===== config.mk =====
export PLATFORM = sky130hd
export DESIGN_NAME = tis_divider
export DESIGN_NICKNAME = d
export VERILOG_FILES = /design/src/hdl/tis_pkg.sv /design/src/hdl/tis_divider.sv
export SDC_FILE = /design/constraint.sdc
export NUM_CORES = 1
export LEC_CHECK = 0
export BUFFER_PORTS_ARGS = -buffer_cell sky130_fd_sc_hd__buf_4
export CAP_MARGIN = 20
export CORE_ASPECT_RATIO = 0.6
export CORE_MARGIN = 8
export CORE_UTILIZATION = 54
export CTS_CLUSTER_DIAMETER = 120
export CTS_CLUSTER_SIZE = 24
export DETAILED_ROUTE_END_ITERATION = 16
export PLACE_DENSITY_LB_ADDON = 0.3
export SLEW_MARGIN = 25
export SYNTH_ARGS = -nofsm -noshare
export SYNTH_HDL_FRONTEND = slang
export SYNTH_SLANG_ARGS = --single-unit

===== constraint.sdc =====
create_clock -name clk -period 3.3 [get_ports clk]
set_input_delay 0.33 -clock clk [delete_from_list [all_inputs] [get_ports clk]]
set_output_delay 0.33 -clock clk [all_outputs]
set_load 0.1 [all_outputs]

===== src/hdl/tis_pkg.sv =====
`timescale 1ns / 1ps
`default_nettype none
package tis_pkg;

	localparam int MaxSegmentsDefault = 64;
	localparam int CoordW = 16;
	localparam int ValueW = 32;
	localparam int StepW = 31;
	localparam int DiffW = 33;
	localparam int QuoW = 34;
	localparam int ProdW = 50;

	localparam logic [0:0] RegOrigin = 1'b0;
	localparam logic [0:0] RegStep = 1'b1;

	typedef enum logic [3:0] {
		ST_IDLE,
		ST_SORT,
		ST_SPREAD,
		ST_FIRST_DIV,
		ST_FIRST,
		ST_COUNT_DIV,
		ST_LEVEL,
		ST_MUL,
		ST_DIV_START,
		ST_DIV,
		ST_EMIT
	} tis_state_t;

	// divider request and result
	typedef struct packed {
		logic start;
		logic [ProdW-1:0] num;
		logic [DiffW-1:0] den;
	} tis_div_req_t;

	typedef struct packed {
		logic busy;
		logic done;
		logic [ProdW-1:0] quo;
		logic [DiffW-1:0] rem;
	} tis_div_rsp_t;

endpackage
`default_nettype wire


===== src/hdl/tis_divider.sv =====
`timescale 1ns / 1ps
`default_nettype none
module tis_divider
	import tis_pkg::*;
(
	input wire logic clk,
	input wire logic arst_n,
	input wire tis_div_req_t req,
	output tis_div_rsp_t rsp
);

	logic [ProdW-1:0] quo_q;
	logic [DiffW:0] rem_q;
	logic [DiffW-1:0] den_q;
	logic [5:0] cnt_q;
	logic busy_q;
	logic done_q;
	logic [DiffW:0] trial;
	logic ge;

	// one restoring step per cycle, unsigned
	always_comb begin
		trial = {rem_q[DiffW-1:0], quo_q[ProdW-1]};
		ge = (trial >= {1'b0, den_q});
	end

	always_ff @(posedge clk or negedge arst_n) begin
		if (!arst_n) begin
			busy_q <= 1'b0;
			done_q <= 1'b0;
			cnt_q <= '0;
		end else begin
			done_q <= 1'b0;
			if (req.start) begin
				busy_q <= 1'b1;
				cnt_q <= 6'(ProdW - 1);
			end else if (busy_q) begin
				if (cnt_q == '0) begin
					busy_q <= 1'b0;
					done_q <= 1'b1;
				end
				cnt_q <= cnt_q - 6'd1;
			end
		end
	end

	always_ff @(posedge clk) begin
		if (req.start) begin
			quo_q <= req.num;
			rem_q <= '0;
			den_q <= req.den;
		end else if (busy_q) begin
			rem_q <= ge ? trial - {1'b0, den_q} : trial;
			quo_q <= {quo_q[ProdW-2:0], ge};
		end
	end

	assign rsp.busy = busy_q;
	assign rsp.done = done_q;
	assign rsp.quo = quo_q;
	assign rsp.rem = rem_q[DiffW-1:0];

endmodule
`default_nettype wire

==> run metrics <==
Detail Placement HPWL between 15 and 20 mm; # setup viols final 0; delay-heaviest family, CP compound AO/OA/AOI/OAI gates; Pwr per Cell Area a little over 800 nW/um^2; CP max stage delay 0.44 ns; most frequent cell on the critical path inv_1; CTS tree done; 1st-pass router iterations 5; Tightest Pin Transition 0.922 ns; post-synthesis sequential element count around 120; multi-input combinational cell area roughly 3400 sq um; Sink Count between 100 and 150; Core Box Area between 10000 and 15000 sq um; floorplan row count 32; register area approximately 3400 sq um; status finished, final reports clean; Ys Warns 0; latest clock arrival within the worst-skew pair 0.41 ns; Die X between 150 and 200 um; first-pass GRT wire length approximately 32 mm; Post-Syn Instances between 600 and 700; initial core utilization 0.553; Port Buf Inserts 170; Total GRT Usage 0.232; Post-synth EDFFs 83; slowest CP cell a221o_2; met3 WL roughly 1.8 mm; Fin Setup TNS 0 ns; die area 17200 sq um; Final Hold Viols 0; Fill cells around 930; pre-CTS setup slack 0.0460 ns; antenna-violating nets left 0; Synth Cell Area about 7000 sq um; top post-synthesis cells by area edfxtp_1 (35%), dfxtp_1 (9.3%), mux2_2 (7.9%); vias in the first global route between 5k and 6k; Crit Path Max Fanout 10; Reg-to-Reg Start quo_q[49]; Yosys cell types between 60 and 70; die height roughly 100 um; Max-slew headroom 0.383; peak supply drop 0.000482 V; Final Routed Wirelength 20.4 mm; drt drc 0; worst reg-to-reg setup slack around 0.18 ns; met2 wire length approximately 9.4 mm; WP data arrival 3.43 ns; clock skew about 0.011 ns; startpoint types register; Maximum Capacitance Violations 0; Avg Cell Area, Syn 10.3 sq um; initial drt markers about 510; Hold Path Depth 1; Buf+Inv Stages, Crit Path 3; Max clock buf depth 2; pin count of the biggest net entering global routing between 60 and 70; FF-to-FF End rem_q[14]; share of the synthesized area in the top cell type 0.351; HP Start req[28]; unrepaired setup endpoints after global routing false; Clk pin slew, worst setup/hold paths 0.06 ns; Num CTS Buffers 17; critical path cell sequence inv_1 > ha_2 > inv_1 > fa_2 > a21o_1 > a31oi_2 > o311ai_1 > a221o_2 > a21boi_4 > o31a_4 > buf_4 > nand2_1 > a311oi_2; sequential area share after synthesis 0.472; worst hold endpoint den_q[28]; number of diodes 0; clock root buffer master clkbuf_16; DR WL/cell 19.6 um; Max Clock Freq roughly 320 MHz; P&R area growth vs syn 29.9%; Max Slew Vio Count 0; area leader, netlist edfxtp_1; Final Util 0.718; syn_nets 813; IO Count between 150 and 200; Final Cycle Share 0.945; WP data required 3.61 ns; critical path capture point type register; wl on met1 about 9 mm; Worst Hold Class in2reg; Setup Crit Path Kind reg2reg; DR vias a little over 6k; max layer used met4; fraction of registers with async set/reset 0.0645; DR vias/cell between 5 and 6; share of layout cells above drive strength 1 0.321; initial antenna violation count 0; Design Power between 7 and 8 mW; GP Congestion approximately 0.95; worst reg2reg path depth 13; htree depth 4; Overflow after GRT 0; postcts setup bufs 0; leakage 4.09 nW; top_reg_cell synth edfxtp_1; post-route minimum period 3.12 ns; post-route setup slack between 0.15 and 0.2 ns; number of nets in the layout around 980
through the flow:
| step | instances | hold WS [ns] | cell area (sq um) |
|---|---|---|---|
| 2_1_floorplan | 691 | 0.0344 | 7110 |
| 3_3_place_gp | 1004 | 0.153 | 8520 |
| 3_5_place_dp | 1004 | 0.157 | 8520 |
| 4_1_cts | 1037 | 0.0811 | 9210 |
| 5_1_grt | 1037 | 0.0767 | 9230 |
| 6_report | 1037 | 0.0911 | 9230 |
area by class of cell:
class,count,share of cell area
clock buffer,18,0.0465
tap,170,0.0231
sequential,124,0.364
multi-input combinational,480,0.368
clock inverter,14,0.0274
timing repair buffer,183,0.152
inverter,48,0.0195
layout by cell type (no fill, tap or decap), types with 3 or more instances in the layout:
| cell | instances |
|---|---|
| a311oi_1 | 17 |
| a21o_1 | 14 |
| mux2_2 | 50 |
| dfrtp_1 | 8 |
| and3_1 | 7 |
| nor2_1 | 54 |
| or3_1 | 3 |
| inv_1 | 47 |
| o21ai_0 | 23 |
| bufinv_16 | 6 |
| nand3_1 | 20 |
| inv_6 | 7 |
| a22oi_1 | 3 |
| nor3_1 | 15 |
| nor4_1 | 7 |
| mux2i_1 | 7 |
| edfxtp_1 | 83 |
| nand2b_1 | 7 |
| o211ai_1 | 4 |
| a32oi_1 | 4 |
| o21a_1 | 6 |
| xor2_1 | 10 |
| clkbuf_16 | 17 |
| a21oi_1 | 36 |
| dfxtp_1 | 31 |
| buf_4 | 180 |
| a211oi_1 | 5 |
| o31ai_1 | 7 |
| a31oi_1 | 7 |
| xnor2_1 | 21 |
| ha_1 | 34 |
| nand4_1 | 5 |
| a211o_1 | 3 |
| o21bai_1 | 5 |
| nand2_1 | 72 |
worst reg2reg max path, delay by kind of cell (launching register included):
family	cells	cell delay [ns]
flip-flops	1	0.41
AND/OR/NAND/NOR	1	0.08
adder cells (fa/ha/maj)	2	0.51
buffers and inverters	3	0.31
AO/OA/AOI/OAI	7	1.70
worst max-delay path by stage:
| stage | start | endpoint | slack, ns | depth (start not counted) |
|---|---|---|---|---|
| 2_1_floorplan | quo_q[49] | quo_q[0] | -0.08 | 13 |
| 3_3_place_gp | quo_q[49] | rem_q[10] | 0.22 | 13 |
| 3_5_place_dp | quo_q[49] | rem_q[14] | 0.05 | 13 |
| 4_1_cts | quo_q[49] | rem_q[14] | 0.009 | 13 |
| 5_1_grt | quo_q[49] | rem_q[5] | 0.02 | 13 |
| 6_report | quo_q[49] | rem_q[14] | 0.18 | 13 |
registers in the layout, indices dropped and copies added (netlist names):
register,count
cnt_q,6
done_q,1
den_q,33
busy_q,1
rem_q,33
quo_q,50
Yosys cell counts, types with 6 or more instances:
cell,number
edfxtp_1,83
nand2_1,72
nor2_1,54
mux2_2,50
inv_1,48
a21oi_1,36
ha_1,35
dfxtp_1,33
o21ai_0,23
clkbuf_1,22
xnor2_1,21
nand3_1,20
a311oi_1,18
nor3_1,15
a21o_1,14
xor2_1,10
buf_2,8
dfrtp_1,8
a31oi_1,7
and3_1,7
mux2i_1,7
nand2b_1,7
nor4_1,7
o31ai_1,7
o21a_1,6
timing repair:
action,4_1_cts,5_1_grt
resized for setup,0,2
setup endpoints to repair,0,11
hold endpoints to repair,8,0
hold buffers,1,0
report_power, final:
part / internal, mW / switching [mW]
Combinational: 0.932 / 2.26
Sequential: 1.88 / 0.184
Clock: 1.44 / 0.751
cells by family (layout without fill, tap and decap cells):
group,count (synthesis),after routing,synth area share
multiplexers,57,57,0.0891
AO/OA/AOI/OAI,158,158,0.157
XOR/XNOR,31,31,0.0382
flip-flops,124,124,0.472
adder cells (fa/ha/maj),36,36,0.0645
AND/OR/NAND/NOR,198,198,0.125
buffers and inverters,87,263,0.0541
layer usage:
metal  GRT usage  vias up
met5           0        -
met4      0.0549        0
met3      0.0615       21
met2       0.355      268
met1       0.321     2924
li1            -     2870
Note: power is estimated with default switching activity, not from simulation.
